$ cat src/hdl/rrwl_pkg.sv
`timescale 1ns / 1ps
// Package for the recursive reader-writer lock manager.
// Shared types, request and status codes, fixed port widths. No dependencies.
package rrwl_pkg;

   localparam int THREADS_DEF    = 16;
   localparam int COUNT_BITS_DEF = 8;

   localparam int TID_W   = 4;
   localparam int MASK_W  = 16;
   localparam int TOTAL_W = 8;

   typedef enum logic [1:0] {
      FN_READ_LOCK     = 2'd0,
      FN_WRITE_LOCK    = 2'd1,
      FN_READ_RELEASE  = 2'd2,
      FN_WRITE_RELEASE = 2'd3
   } func_type;

   typedef enum logic [1:0] {
      ST_DONE   = 2'd0,
      ST_QUEUED = 2'd1,
      ST_ERROR  = 2'd2
   } status_type;

   typedef struct packed {
      status_type         status;
      logic               woke_any;
      logic [MASK_W-1:0]  woken_mask;
      logic               writer_held;
      logic [TID_W-1:0]   writer_thread;
      logic [TOTAL_W-1:0] reader_total;
      logic [TOTAL_W-1:0] recursion_depth;
   } rsp_type;

endpackage

$ cat src/hdl/recursive_reader_writer_lock.sv
`timescale 1ns / 1ps
// Recursive reader-writer lock manager, top level.
// Depends on rrwl_pkg.
//
// One lock shared by THREADS numbered threads. Every request (read lock, write lock,
// read release, write release) is decided in the cycle it is accepted and its response
// is registered into the output register, or into the skid buffer while that one waits,
// so one request per cycle is sustained while req_stall is low. The response side has an
// output register plus a one-entry skid buffer, so requests keep flowing while one
// response waits; req_stall rises only once both hold a response. Waiting writers sit
// in a THREADS-deep queue whose head entry is read ahead into a register. Counters are
// COUNT_BITS wide and reported on 8-bit ports (low bits). No clearing pass after reset.
module recursive_reader_writer_lock #(
   parameter int THREADS    = rrwl_pkg::THREADS_DEF,
   parameter int COUNT_BITS = rrwl_pkg::COUNT_BITS_DEF
) (
   input  logic                        clock,
   input  logic                        reset,
   input  logic                        req_valid,
   output logic                        req_stall,
   input  logic [1:0]                  req_func,
   input  logic [rrwl_pkg::TID_W-1:0]  req_thread_id,
   output logic                        rsp_valid,
   input  logic                        rsp_stall,
   output logic [1:0]                  rsp_status,
   output logic                        rsp_woke_any,
   output logic [rrwl_pkg::MASK_W-1:0] rsp_woken_mask,
   output logic                        rsp_writer_held,
   output logic [rrwl_pkg::TID_W-1:0]  rsp_writer_thread,
   output logic [rrwl_pkg::TOTAL_W-1:0] rsp_reader_total,
   output logic [rrwl_pkg::TOTAL_W-1:0] rsp_recursion_depth
);

   localparam int PTR_W  = $clog2(THREADS);
   localparam int USED_W = $clog2(THREADS + 1);
   localparam int SUM_W  = ((COUNT_BITS > USED_W) ? COUNT_BITS : USED_W) + 1;
   localparam int MEXT_W = THREADS + rrwl_pkg::MASK_W;
   localparam int CEXT_W = COUNT_BITS + rrwl_pkg::TOTAL_W;
   localparam logic [COUNT_BITS-1:0] CNT_MAX = {COUNT_BITS{1'b1}};
   localparam logic [PTR_W-1:0]      PTR_LAST = PTR_W'(THREADS - 1);

   // lock state
   logic                       owner_valid_ff, owner_valid_in;
   logic [rrwl_pkg::TID_W-1:0] owner_thread_ff, owner_thread_in;
   logic [COUNT_BITS-1:0]      nest_ff, nest_in;
   logic [COUNT_BITS-1:0]      readers_ff, readers_in;
   logic [THREADS-1:0]         wait_mask_ff, wait_mask_in;
   logic [USED_W-1:0]          wait_cnt_ff, wait_cnt_in;
   logic [PTR_W-1:0]           head_ff, head_in;
   logic [PTR_W-1:0]           tail_ff, tail_in;
   logic [USED_W-1:0]          used_ff, used_in;

   // writer queue and read-ahead of its head
   logic [rrwl_pkg::TID_W-1:0] fifo_mem [THREADS];
   logic [rrwl_pkg::TID_W-1:0] head_tid_ff;
   logic                       enq;

   // response buffering
   rrwl_pkg::rsp_type out_ff, skid_ff, rsp_new;
   logic              out_valid_ff, out_valid_in;
   logic              skid_valid_ff, skid_valid_in;
   logic              acc, take;

   rrwl_pkg::status_type   status;
   logic [THREADS-1:0]     woken;
   logic [MEXT_W-1:0]      woken_ext;
   logic [CEXT_W-1:0]      readers_ext, nest_ext;

   assign req_stall = skid_valid_ff;
   assign acc       = req_valid & ~skid_valid_ff;
   assign take      = out_valid_ff & ~rsp_stall;

   always_comb begin
      logic               tid_ok;
      logic [THREADS-1:0] tid_bit;
      logic [SUM_W-1:0]   sum;
      rrwl_pkg::func_type fn;

      fn      = rrwl_pkg::func_type'(req_func);
      tid_ok  = (32'(req_thread_id) < THREADS);
      tid_bit = THREADS'(1) << req_thread_id;
      sum     = SUM_W'(readers_ff) + SUM_W'(wait_cnt_ff);

      owner_valid_in  = owner_valid_ff;
      owner_thread_in = owner_thread_ff;
      nest_in         = nest_ff;
      readers_in      = readers_ff;
      wait_mask_in    = wait_mask_ff;
      wait_cnt_in     = wait_cnt_ff;
      head_in         = head_ff;
      tail_in         = tail_ff;
      used_in         = used_ff;
      enq             = 1'b0;
      status          = rrwl_pkg::ST_DONE;
      woken           = '0;

      unique case (fn)
         rrwl_pkg::FN_READ_LOCK: begin
            priority if (!tid_ok) begin
               status = rrwl_pkg::ST_ERROR;
            end else if (owner_valid_ff && owner_thread_ff == req_thread_id) begin
               if (nest_ff == CNT_MAX) status = rrwl_pkg::ST_ERROR;
               else nest_in = nest_ff + 1'b1;
            end else if (owner_valid_ff) begin
               wait_mask_in = wait_mask_ff | tid_bit;
               if ((wait_mask_ff & tid_bit) == '0) wait_cnt_in = wait_cnt_ff + 1'b1;
               status = rrwl_pkg::ST_QUEUED;
            end else if (readers_ff == CNT_MAX) begin
               status = rrwl_pkg::ST_ERROR;
            end else begin
               readers_in = readers_ff + 1'b1;
            end
         end
         rrwl_pkg::FN_WRITE_LOCK: begin
            priority if (!tid_ok) begin
               status = rrwl_pkg::ST_ERROR;
            end else if (owner_valid_ff && owner_thread_ff == req_thread_id) begin
               if (nest_ff == CNT_MAX) status = rrwl_pkg::ST_ERROR;
               else nest_in = nest_ff + 1'b1;
            end else if (owner_valid_ff || readers_ff != '0) begin
               if (used_ff == USED_W'(THREADS)) begin
                  status = rrwl_pkg::ST_ERROR;
               end else begin
                  enq     = 1'b1;
                  tail_in = (tail_ff == PTR_LAST) ? '0 : tail_ff + 1'b1;
                  used_in = used_ff + 1'b1;
                  status  = rrwl_pkg::ST_QUEUED;
               end
            end else begin
               owner_valid_in  = 1'b1;
               owner_thread_in = req_thread_id;
            end
         end
         rrwl_pkg::FN_READ_RELEASE: begin
            priority if (owner_valid_ff) begin
               if (nest_ff == '0) status = rrwl_pkg::ST_ERROR;
               else nest_in = nest_ff - 1'b1;
            end else if (readers_ff == '0) begin
               status = rrwl_pkg::ST_ERROR;
            end else begin
               readers_in = readers_ff - 1'b1;
               if (readers_ff == COUNT_BITS'(1) && used_ff != '0) begin
                  head_in         = (head_ff == PTR_LAST) ? '0 : head_ff + 1'b1;
                  used_in         = used_ff - 1'b1;
                  owner_valid_in  = 1'b1;
                  owner_thread_in = head_tid_ff;
                  woken           = THREADS'(1) << head_tid_ff;
               end
            end
         end
         rrwl_pkg::FN_WRITE_RELEASE: begin
            priority if (nest_ff != '0) begin
               nest_in = nest_ff - 1'b1;
            end else if (!owner_valid_ff) begin
               status = rrwl_pkg::ST_ERROR;
            end else if (used_ff != '0) begin
               head_in         = (head_ff == PTR_LAST) ? '0 : head_ff + 1'b1;
               used_in         = used_ff - 1'b1;
               owner_thread_in = head_tid_ff;
               woken           = THREADS'(1) << head_tid_ff;
            end else begin
               owner_valid_in  = 1'b0;
               owner_thread_in = '0;
               woken           = wait_mask_ff;
               wait_mask_in    = '0;
               wait_cnt_in     = '0;
               readers_in      = (sum > SUM_W'(CNT_MAX)) ? CNT_MAX : sum[COUNT_BITS-1:0];
            end
         end
         default: status = rrwl_pkg::ST_ERROR;
      endcase
   end

   assign woken_ext   = MEXT_W'(woken);
   assign readers_ext = CEXT_W'(readers_in);
   assign nest_ext    = CEXT_W'(nest_in);

   always_comb begin
      rsp_new.status          = status;
      rsp_new.woke_any        = (woken != '0);
      rsp_new.woken_mask      = woken_ext[rrwl_pkg::MASK_W-1:0];
      rsp_new.writer_held     = owner_valid_in;
      rsp_new.writer_thread   = owner_valid_in ? owner_thread_in : '0;
      rsp_new.reader_total    = readers_ext[rrwl_pkg::TOTAL_W-1:0];
      rsp_new.recursion_depth = nest_ext[rrwl_pkg::TOTAL_W-1:0];
   end

   always_ff @(posedge clock) begin
      if (reset) begin
         owner_valid_ff  <= 1'b0;
         owner_thread_ff <= '0;
         nest_ff         <= '0;
         readers_ff      <= '0;
         wait_mask_ff    <= '0;
         wait_cnt_ff     <= '0;
         head_ff         <= '0;
         tail_ff         <= '0;
         used_ff         <= '0;
      end else if (acc) begin
         owner_valid_ff  <= owner_valid_in;
         owner_thread_ff <= owner_thread_in;
         nest_ff         <= nest_in;
         readers_ff      <= readers_in;
         wait_mask_ff    <= wait_mask_in;
         wait_cnt_ff     <= wait_cnt_in;
         head_ff         <= head_in;
         tail_ff         <= tail_in;
         used_ff         <= used_in;
      end
   end

   // queue storage; head entry read ahead, bypassed when written into an empty queue
   always_ff @(posedge clock) begin
      if (acc && enq) begin
         fifo_mem[tail_ff] <= req_thread_id;
      end
      if (acc && enq && tail_ff == head_in) begin
         head_tid_ff <= req_thread_id;
      end else if (acc) begin
         head_tid_ff <= fifo_mem[head_in];
      end else begin
         head_tid_ff <= fifo_mem[head_ff];
      end
   end

   // output register and skid entry
   always_comb begin
      skid_valid_in = skid_valid_ff;
      out_valid_in  = out_valid_ff & ~take;
      if (skid_valid_ff && take) begin
         skid_valid_in = 1'b0;
         out_valid_in  = 1'b1;
      end else if (acc) begin
         if (!out_valid_ff || take) out_valid_in = 1'b1;
         else skid_valid_in = 1'b1;
      end
   end

   always_ff @(posedge clock) begin
      if (reset) begin
         out_valid_ff  <= 1'b0;
         skid_valid_ff <= 1'b0;
      end else begin
         out_valid_ff  <= out_valid_in;
         skid_valid_ff <= skid_valid_in;
      end
   end

   always_ff @(posedge clock) begin
      if (skid_valid_ff && take) begin
         out_ff <= skid_ff;
      end else if (acc && (!out_valid_ff || take)) begin
         out_ff <= rsp_new;
      end
      if (acc && out_valid_ff && !take) begin
         skid_ff <= rsp_new;
      end
   end

   assign rsp_valid           = out_valid_ff;
   assign rsp_status          = out_ff.status;
   assign rsp_woke_any        = out_ff.woke_any;
   assign rsp_woken_mask      = out_ff.woken_mask;
   assign rsp_writer_held     = out_ff.writer_held;
   assign rsp_writer_thread   = out_ff.writer_thread;
   assign rsp_reader_total    = out_ff.reader_total;
   assign rsp_recursion_depth = out_ff.recursion_depth;

endmodule

$ cat config.mk
export PLATFORM = sky130hd
export DESIGN_NAME = recursive_reader_writer_lock
export DESIGN_NICKNAME = d
export VERILOG_FILES = /design/src/hdl/rrwl_pkg.sv /design/src/hdl/recursive_reader_writer_lock.sv
export SDC_FILE = /design/constraint.sdc
export NUM_CORES = 1
export LEC_CHECK = 0
export BUFFER_PORTS_ARGS = -buffer_cell sky130_fd_sc_hd__buf_2
export CAP_MARGIN = 20
export CORE_UTILIZATION = 62
export DETAILED_ROUTE_END_ITERATION = 10
export GPL_TIMING_DRIVEN = 0
export PLACE_DENSITY_LB_ADDON = 0.1
export REMOVE_ABC_BUFFERS = 1
export SETUP_SLACK_MARGIN = 0.15
export SYNTH_ARGS = -nofsm -noshare
export SYNTH_HDL_FRONTEND = slang
export SYNTH_SLANG_ARGS = --single-unit
$ cat constraint.sdc
create_clock -name clock -period 4.6 [get_ports clock]
set_input_delay 0.69 -clock clock [delete_from_list [all_inputs] [get_ports clock]]
set_output_delay 0.69 -clock clock [all_outputs]
set_load 0.05 [all_outputs]
# After elaboration in Yosys (flattened, before gate mapping)
# Memories as Yosys holds them, arrays and structs flattened. A register that Yosys moved wholly into a read port is not among the register bits.
# Cells that the tools add are included.
dict set report word_totals {
  register_bits 141
  ram_bits 64
  in_bits 10
  out_inout_bits 42
  word_cells 207
  memories 1
}
# name depth word_bits rd rd_ports_with_merged_regs write_ports line_no
set mem_list {}
lappend mem_list {fifo_mem 16 4 2 1 1 recursive_reader_writer_lock.sv:54} ;# logic [rrwl_pkg::TID_W-1:0] fifo_mem [THREADS];
dict set report op_classes {
  n_addsub 10
  n_lt_le_gt_ge 1
  n_eq_ne 24
  n_shift 2
  n_mux 102
  bitwise_logic 11
  reduce_logical 30
}
# op n
set ops {}
lappend ops {{2-to-1 mux 16 bit} 11}
lappend ops {{2-to-1 mux 8 bit} 14}
lappend ops {{2-to-1 mux 4 bit} 21}
lappend ops {{2-to-1 mux 40 bit} 2}
lappend ops {{2-to-1 mux 5 bit} 15}
lappend ops {{case mux 16 bit (2 select lines)} 2}
lappend ops {{case mux 8 bit (3 select lines)} 2}
lappend ops {{<< shifter 1 x 4 -> 16 bit (first input constant)} 2}
lappend ops {{!= test 2 bit (second input constant)} 13}
lappend ops {{2-to-1 mux 2 bit} 12}
lappend ops {{2-to-1 mux 1 bit} 17}
lappend ops {{adder 8 x 1 -> 8 bit (second input constant)} 2}
lappend ops {{AND 16 bit} 1}
lappend ops {{== test 8 bit (second input constant)} 2}
lappend ops {{zero test 16 bit} 1}
lappend ops {{zero test 8 bit} 2}
lappend ops {{bitwise OR 16 bit} 1}
lappend ops {{nonzero test 16 bit} 1}
lappend ops {{nonzero test 8 bit} 2}
lappend ops {{subtractor 8 x 1 -> 8 bit (second input constant)} 2}
lappend ops {{case mux 5 bit (3 select lines)} 1}
lappend ops {{case mux 4 bit (3 select lines)} 1}
lappend ops {{AND reduction 11 bit} 1}
lappend ops {{adder 5 x 1 -> 5 bit (second input constant)} 2}
lappend ops {{other kinds (28)} 50}

# Depth between registers and ports, before layout
# Gate-level depths: netlist of run 1.
dict set report logic_depth {
  word_depth 9
  mapped_depth 13
  mapped_depth_nobuf 11
}

# Least setup slack after synthesis of run 1
# Ideal clock, no wire load.
dict set report synth_timing {
  kind {input -> register}
  start {input req_valid}
  end {register out_ff, in the netlist rsp_reader_total[0], enable pin}
  setup_ns 0.450
  arrival_time_ns 3.506
  required_time_ns 4.150
  setup_slack_ns 0.644
  path_stages 5
  n_path_buf 2
  cell_sequence {nor2b_1 > clkbuf_1 > clkbuf_1 > a21oi_1 > a21oi_1}
}
dict set report synth_via {
  elab_chain_cells 3
}
# item line_no
set synth_rtl {}
lappend synth_rtl {{from (decl)} recursive_reader_writer_lock.sv:19} ;# input logic req_valid,
lappend synth_rtl {{AND 1 bit} recursive_reader_writer_lock.sv:70} ;# assign acc = req_valid & ~skid_valid_ff;
lappend synth_rtl {{logical AND 1 bit} recursive_reader_writer_lock.sv:252} ;# end else if (acc && (!out_valid_ff || take)) begin
lappend synth_rtl {{nonzero test 2 bit (no source line)} n/a}
lappend synth_rtl {{to (signal assigned)} recursive_reader_writer_lock.sv:251} ;# out_ff <= skid_ff;
lappend synth_rtl {{to (signal assigned)} recursive_reader_writer_lock.sv:253} ;# out_ff <= rsp_new;
lappend synth_rtl {{to (decl)} recursive_reader_writer_lock.sv:59} ;# rrwl_pkg::rsp_type out_ff, skid_ff, rsp_new;
# No other way between the ends.
# A chain may end at the register's enable or synchronous reset.

# Worst setup path in the final report of run 1
dict set report layout_timing {
  start {register used_ff[0]}
  end {register head_tid_ff[1] in the netlist's numbering}
}
dict set report layout_via {
  elab_chain_cells 9
  word_cells_on_any_way 20
  cone_classes {eq/ne: 2; mux: 13; reduce/logical: 4; memory: 1}
}
# item line_no
set layout_rtl {}
lappend layout_rtl {{from (decl)} recursive_reader_writer_lock.sv:51} ;# logic [USED_W-1:0] used_ff, used_in;
lappend layout_rtl {{from (signal assigned)} recursive_reader_writer_lock.sv:208} ;# used_ff <= used_in;
lappend layout_rtl {{nonzero test 5 bit} {recursive_reader_writer_lock.sv:142, recursive_reader_writer_lock.sv:156}}
lappend layout_rtl {{logical AND 1 bit} recursive_reader_writer_lock.sv:142} ;# if (readers_ff == COUNT_BITS'(1) && used_ff != '0) begin
lappend layout_rtl {{2-to-1 mux 4 bit} recursive_reader_writer_lock.sv:142}
lappend layout_rtl {{2-to-1 mux 4 bit} recursive_reader_writer_lock.sv:138} ;# end else if (readers_ff == '0) begin
lappend layout_rtl {{2-to-1 mux 4 bit} recursive_reader_writer_lock.sv:135} ;# priority if (owner_valid_ff) begin
lappend layout_rtl {{case mux 4 bit (2 select lines)} recursive_reader_writer_lock.sv:97} ;# unique case (fn)
lappend layout_rtl {{memory read (16 x 4 bit) / == test 4 bit (equally long branches)} n/a}
lappend layout_rtl {{2-to-1 mux 4 bit / logical AND 1 bit (equally long branches)} {recursive_reader_writer_lock.sv:219, recursive_reader_writer_lock.sv:217}}
lappend layout_rtl {{2-to-1 mux 4 bit *} recursive_reader_writer_lock.sv:217} ;# if (acc && enq && tail_ff == head_in) begin
lappend layout_rtl {{to (signal assigned)} recursive_reader_writer_lock.sv:218} ;# head_tid_ff <= req_thread_id;
lappend layout_rtl {{to (signal assigned)} recursive_reader_writer_lock.sv:220} ;# head_tid_ff <= fifo_mem[head_in];
lappend layout_rtl {{to (signal assigned)} recursive_reader_writer_lock.sv:222} ;# head_tid_ff <= fifo_mem[head_ff];
lappend layout_rtl {{to (decl)} recursive_reader_writer_lock.sv:55} ;# logic [rrwl_pkg::TID_W-1:0] head_tid_ff;
# Every way passes the cells marked *; elsewhere a longest branch is shown, timed or not.

==> impl_metrics.json, run 1 <==
{
  "rsz0062_at_grt": "false",
  "place_congestion": 0.9131,
  "power_frac_comb": 0.159,
  "synthCells": 1028,
  "hold_slack_ns": 0.4993,
  "yosysSeqAreaShare": 0.5021,
  "cts_hold_buf": 0,
  "drc": 0,
  "grt-ovfl-total": 0,
  "ys_warn_count": 0,
  "nets": 1071,
  "peakVddDrop_uv": 365.7,
  "tightest_slew_ns": 1.105,
  "synth_commonest_cells": "144 x edfxtp_1, 93 x nor2_1, 75 x a21oi_1",
  "wl_per_cell_um": 20.54,
  "clock_skew_ns": 0.02036,
  "hold_violations": 0,
  "clkPwrFrac": 0.365,
  "routed_wl_mm": 26.31,
  "final_core_util": 0.7024,
  "routed-via-count": 8457,
  "fin_tns_setup_ns": 0,
  "grtUsageMet3": 0.04101,
  "dp_hpwl_mm": 18.05,
  "max_clock_freq_mhz": 239.7,
  "drive_gt1_frac": 0.1714,
  "slew_headroom": 0.2529,
  "drtIter0Drc": 912,
  "cp_max_fo": 23,
  "path_class": "register to register",
  "area_growth_pct": 9.559,
  "p_int_uw": 3299,
  "cts_max_path_buffers": 3,
  "instances_no_fill": 1281,
  "finalSetupViolCount": 0,
  "dieHeight_um": 136.4,
  "p_leak_uw": 0.004419,
  "worstSetupEndpointType": "register",
  "start_util": 0.6411,
  "synthArstFlopShare": 0,
  "dieArea_um2": 18610,
  "max_cap_viol_count": 0,
  "rows": 48,
  "arrival_ns": 4.57,
  "min_path_type": "register to register",
  "ctsResizeCount": 1,
  "yosysUniqueCellTypes": 85,
  "use_met1": 0.4182,
  "yosysTopAreaCellShare": 0.3859,
  "grt_use_total": 0.2912,
  "outcome": "finished clean",
  "drt_pass1_iterations": 5,
  "io_pins": 52,
  "cts_sinks": 209,
  "multiInputGateArea_um2": 5119,
  "route.antenna.remaining_nets": 0,
  "clock_latency_ns": 0.52,
  "top_usage_layer": "met2",
  "rrSetupSlack_ns": 0.43,
  "synthTopCellsByArea": "edfxtp_1 39%, dfxtp_1 12%, mux4_2 4.4%",
  "cts_setup_buffers": 0,
  "grt_pass1_wl_mm": 41.88,
  "post-place-ws_ns": 0.1179,
  "power_density_nw_per_um2": 374.4,
  "critPathLaunchType": "register",
  "syn_area_um2": 11200,
  "numCtsBuffers": 22,
  "synth-seq-cells": 209,
  "place_inst": 1237,
  "port_buffers": 51,
  "pwr-share-seq": 0.475,
  "cts_max_level": 1,
  "use_met2": 0.4532,
  "worst_slack_ns": 0.4275,
  "yosysMostFrequentCell": "edfxtp_1",
  "cp_data_required_time_ns": 5.00,
  "cts_tree": "yes",
  "n_fill_cell": 1282,
  "timing.final.max_slew_violations": 0,
  "clk_pin_slew_ns": 0.06,
  "period_minus_slack_ns": 4.173,
  "synth_edf_count": 144,
  "routed_via_density": 6.602,
  "die_w_um": 136.4,
  "ys.flop_type": "edfxtp_1",
  "grt_max_degree": 42,
  "synth_top_area_cell": "edfxtp_1",
  "final-seq-area_um2": 5625,
  "n_antenna_cell": 0,
  "core_area_um2": 17480,
  "switchingPower_uw": 1297,
  "swShare": 0.2822,
  "fin_crit_sh": 0.9071,
  "antenna_found_initial": 0,
  "grt_pass1_vias": 7859,
  "clockRootBuffer": "clkbuf_16",
  "syn_area_per_cell_um2": 10.90
}
[power groups by stage]
stage	sequential [µW]	combinational (µW)	clock, µW
2_1_floorplan	2320	400	0
3_3_place_gp	2220	689	0
3_5_place_dp	2220	718	0
4_1_cts	2180	722	1700
5_1_grt	2200	789	1770
6_report	2190	732	1680
[sequential cells by signal (all words and copies together), names as in the netlist, 5 cells and up, named ones only]
| name | flops |
|---|---|
| fifo_mem | 64 |
| wait_cnt_ff | 5 |
| readers_ff | 8 |
| rsp_woken_mask | 16 |
| rsp_recursion_depth | 8 |
| wait_mask_ff | 16 |
| nest_ff | 8 |
| used_ff | 5 |
| rsp_reader_total | 8 |
| skid_ff | 40 |
[critical path: stages (launching register included)]
cell and delay (ns):
dfxtp_1 0.36, nor4_1 0.89, a21o_1 0.37, o22a_2 0.50, o21a_1 0.75, xnor2_1 0.21
a2111oi_4 0.54, o21ba_1 0.22, a22o_1 0.21
[final timing paths]
kind,start,to,cells past startpoint
worst max-delay path,used_ff[0],head_tid_ff[1],8
worst min-delay path,owner_thread_ff[3],owner_thread_ff[3],2
worst max register to register,used_ff[0],head_tid_ff[1],8
worst min register to register,owner_thread_ff[3],owner_thread_ff[3],2
[layer usage]
metal	routed length, µm	part of all wire	up-vias
li1	-	-	3952
met4	657	0.025	0
met5	0	0	-
met1	11850	0.45	4126
met3	1743	0.066	49
met2	12060	0.46	330
[cell type report]
class / instances / share of cell area
clock inverters: 13 / 0.008460
multi-input cells: 702 / 0.4170
inverters: 43 / 0.01315
flip-flops and latches: 209 / 0.4583
repair buffers: 62 / 0.03302
clock buffers: 27 / 0.04719
well taps: 225 / 0.02293
[cells in the final DEF, fill, tap and decap left out, types with 7 or more instances in the layout]
cell	n
or3_1	7
xor2_1	11
o21ai_0	21
nand2_1	65
buf_2	52
clkbuf_16	22
mux2_2	37
nor4b_1	7
and3_1	9
mux4_2	22
nor4_1	11
nand2b_1	10
nor2b_1	9
a31oi_1	8
a211oi_1	18
o22ai_1	17
a21o_1	8
ha_1	19
dfxtp_1	65
and2_1	12
nor3b_1	11
o211a_1	7
mux2i_1	22
a22oi_1	11
inv_1	43
nor3_1	21
o211ai_1	33
a21oi_1	74
xnor2_1	12
edfxtp_1	144
nand3_1	24
nor2_1	93
[cell families (layout without fill, tap and decap cells)]
| family | Yosys count | after routing | synth area share |
|---|---|---|---|
| and+or+nand+nor | 313 | 313 | 0.1451 |
| AOI/OAI and AO/OA | 264 | 264 | 0.1656 |
| DFF | 209 | 209 | 0.5021 |
| buffers and inverters | 117 | 145 | 0.04344 |
| muxes | 81 | 81 | 0.1011 |
| xor gates and xnor gates | 23 | 23 | 0.01798 |
| adders and majority gates | 21 | 21 | 0.02479 |
[through the flow]
stage	total power [µW]	instance area [µm²]
finish	4595	12280
global placement	2914	11420
CTS	4607	12240
floorplan	2724	10880
detailed placement	2941	11560
global route	4755	12280
Note: power is estimated with default switching activity, not from simulation.
==> inputs of run 2 (changes only) <==
--- a/config.mk
+++ b/config.mk
@@ -7,7 +7,9 @@
 export LEC_CHECK = 0
 export BUFFER_PORTS_ARGS = -buffer_cell sky130_fd_sc_hd__buf_2
 export CAP_MARGIN = 20
-export CORE_UTILIZATION = 62
+export CELL_PAD_IN_SITES_DETAIL_PLACEMENT = 1
+export CELL_PAD_IN_SITES_GLOBAL_PLACEMENT = 1
+export CORE_UTILIZATION = 50
 export DETAILED_ROUTE_END_ITERATION = 10
 export GPL_TIMING_DRIVEN = 0
 export PLACE_DENSITY_LB_ADDON = 0.1
==> impl_metrics.json, run 2 (same netlist as run 1, synthesis figures left out) <==
{
  "outcome": "finished clean",
  "crit_path_start": "nest_ff[0]",
  "place_congestion": 0.8346,
  "cts_tree": "yes",
  "ff2ff_path_depth": 9,
  "clkPwrFrac": 0.374,
  "clock_skew_ns": 0.02244,
  "io_pins": 52,
  "clock_latency_ns": 0.52,
  "cts_sinks": 209,
  "drive_gt1_frac": 0.1794,
  "fin_tns_setup_ns": 0,
  "area_growth_pct": 10.80,
  "drt_pass1_iterations": 5,
  "path_class": "register to register",
  "grt_use_total": 0.2777,
  "route.antenna.remaining_nets": 0,
  "dp_hpwl_mm": 21.89,
  "die_w_um": 151.7,
  "grt_pass1_vias": 8321,
  "antenna_found_initial": 0,
  "port_buffers": 51,
  "dpl-instance-area_um2": 11690,
  "drtIter0Drc": 612,
  "clockRootBuffer": "clkbuf_16",
  "rr_endpoint": "head_tid_ff[0]",
  "finalSetupViolCount": 0,
  "switchingPower_uw": 1365,
  "max_clock_freq_mhz": 237.6,
  "clk_pin_slew_ns": 0.06,
  "n_antenna_cell": 0,
  "cts_max_path_buffers": 3,
  "grt_max_degree": 38,
  "worstSetupEndpointType": "register",
  "post-place-ws_ns": -0.1069,
  "n_fill_cell": 2336,
  "timing.final.max_slew_violations": 0,
  "worst_slack_ns": 0.3921,
  "layout_common_cells": "144 x edfxtp_1, 93 x nor2_1, 74 x a21oi_1, 65 x nand2_1, 65 x dfxtp_1",
  "max_cap_viol_count": 0,
  "cts_max_level": 1,
  "period_minus_slack_ns": 4.208,
  "drc": 0,
  "cts_hold_buf": 0,
  "swShare": 0.2904,
  "hold_violations": 0,
  "top_register": "fifo_mem",
  "final_common_cell": "edfxtp_1",
  "wl_per_cell_um": 23.57,
  "cp_slowest_stage_delay_ns": 0.91,
  "slew_headroom": 0.2838,
  "core_area_um2": 21890,
  "stdcell_area_um2": 12410,
  "routed-via-count": 8545,
  "fin_crit_sh": 0.9148,
  "cp_data_required_time_ns": 5.01,
  "p_leak_uw": 0.004442,
  "peakVddDrop_uv": 367.0,
  "crit_path_top_delay_cell": "o21ai_2",
  "routed_wl_mm": 31.56,
  "path_cells": "inv_1 > ha_1 > nor4b_4 > nand3_2 > o22a_2 > o21ai_2 > mux2_2 > a211o_1 > o31ai_1",
  "reg_top3": "fifo_mem x64, skid_ff x40",
  "hold_slack_ns": 0.5003,
  "cp_max_fo": 23,
  "largest_reg_flops": 64,
  "routed_via_density": 6.382,
  "rrSetupSlack_ns": 0.39,
  "r2r-start": "nest_ff[0]",
  "dieArea_um2": 23010,
  "numCtsBuffers": 23,
  "tightest_slew_ns": 1.074,
  "power_frac_comb": 0.161,
  "nets": 1073,
  "power_density_nw_per_um2": 378.5,
  "critPathLaunchType": "register",
  "arrival_ns": 4.61,
  "grt_pass1_wl_mm": 48.75,
  "min_path_type": "register to register",
  "pwr-share-seq": 0.466,
  "rsz0062_at_grt": "false",
  "grt-ovfl-total": 0,
  "critPathCapture": "head_tid_ff[0]",
  "p_int_uw": 3334,
  "start_util": 0.5118,
  "rows": 54,
  "dieHeight_um": 151.7
}
[run 2: cell types whose count changed in the layout (fill, tap and decap cells not counted), sizes merged]
cell	previous run	this run
buf	60	62
bufinv	1	0
clkbuf	29	34
clkinv	9	5
inv	43	44
[run 2: per-stage QoR]
stage	power, µW	cells	utilization
after detailed placement	2973	1295	0.5338
after global routing	4862	1339	0.5671
after CTS	4729	1337	0.5664
after floorplan	2724	954	-
final	4699	1339	0.5671
after global placement	2937	1285	0.5246
[run 2: power by group through the flow]
stage / combinational (µW) / sequential, µW / clock (µW)
3_3_place_gp: 708 / 2230 / 0
3_5_place_dp: 745 / 2230 / 0
4_1_cts: 752 / 2190 / 1790
5_1_grt: 815 / 2200 / 1850
2_1_floorplan: 400 / 2320 / 0
6_report: 755 / 2190 / 1760
[run 2: worst min path at each step]
stage / from / end / depth (start not counted)
2_1_floorplan: wait_mask_ff[12] / wait_mask_ff[12] / 2
3_3_place_gp: owner_thread_ff[3] / owner_thread_ff[3] / 2
3_5_place_dp: owner_thread_ff[3] / owner_thread_ff[3] / 2
4_1_cts: owner_thread_ff[3] / owner_thread_ff[3] / 2
5_1_grt: owner_thread_ff[3] / owner_thread_ff[3] / 2
6_report: owner_thread_ff[3] / owner_thread_ff[3] / 2
[run 2: critical path, delay by kind of cell (launching register included)]
family | cells | cell delay [ns]
DFF | 1 | 0.36
adders and majority gates | 1 | 0.24
muxes | 1 | 0.45
AOI/OAI and AO/OA | 4 | 2.11
buffers and inverters | 1 | 0.12
and+or+nand+nor | 2 | 0.81
[run 2: cell type report]
type                            instances  area (µm²)  area share
Sequential cell                       209        5625      0.4531
Multi-Input combinational cell        702        5146      0.4145
Clock buffer                           33       653.1     0.05261
Timing Repair Buffer                   63       422.9     0.03407
Tap cell                              280       350.3     0.02822
Inverter                               43       161.4     0.01300
Clock inverter                          9       55.05    0.004435
[run 2: layer usage]
metal | up-vias | track usage | wire length, µm
li1 | 3944 | - | -
met1 | 4324 | 0.4005 | 14430
met2 | 241 | 0.4457 | 14930
met3 | 36 | 0.03653 | 1668
met4 | 0 | 0.05842 | 530
met5 | - | 0 | 0
[run 2: repair_timing]
action,in CTS,in global routing
buffers inserted,0,0
gates resized for setup,2,2
endpoints found under the setup margin,4,4
pin swaps,0,0
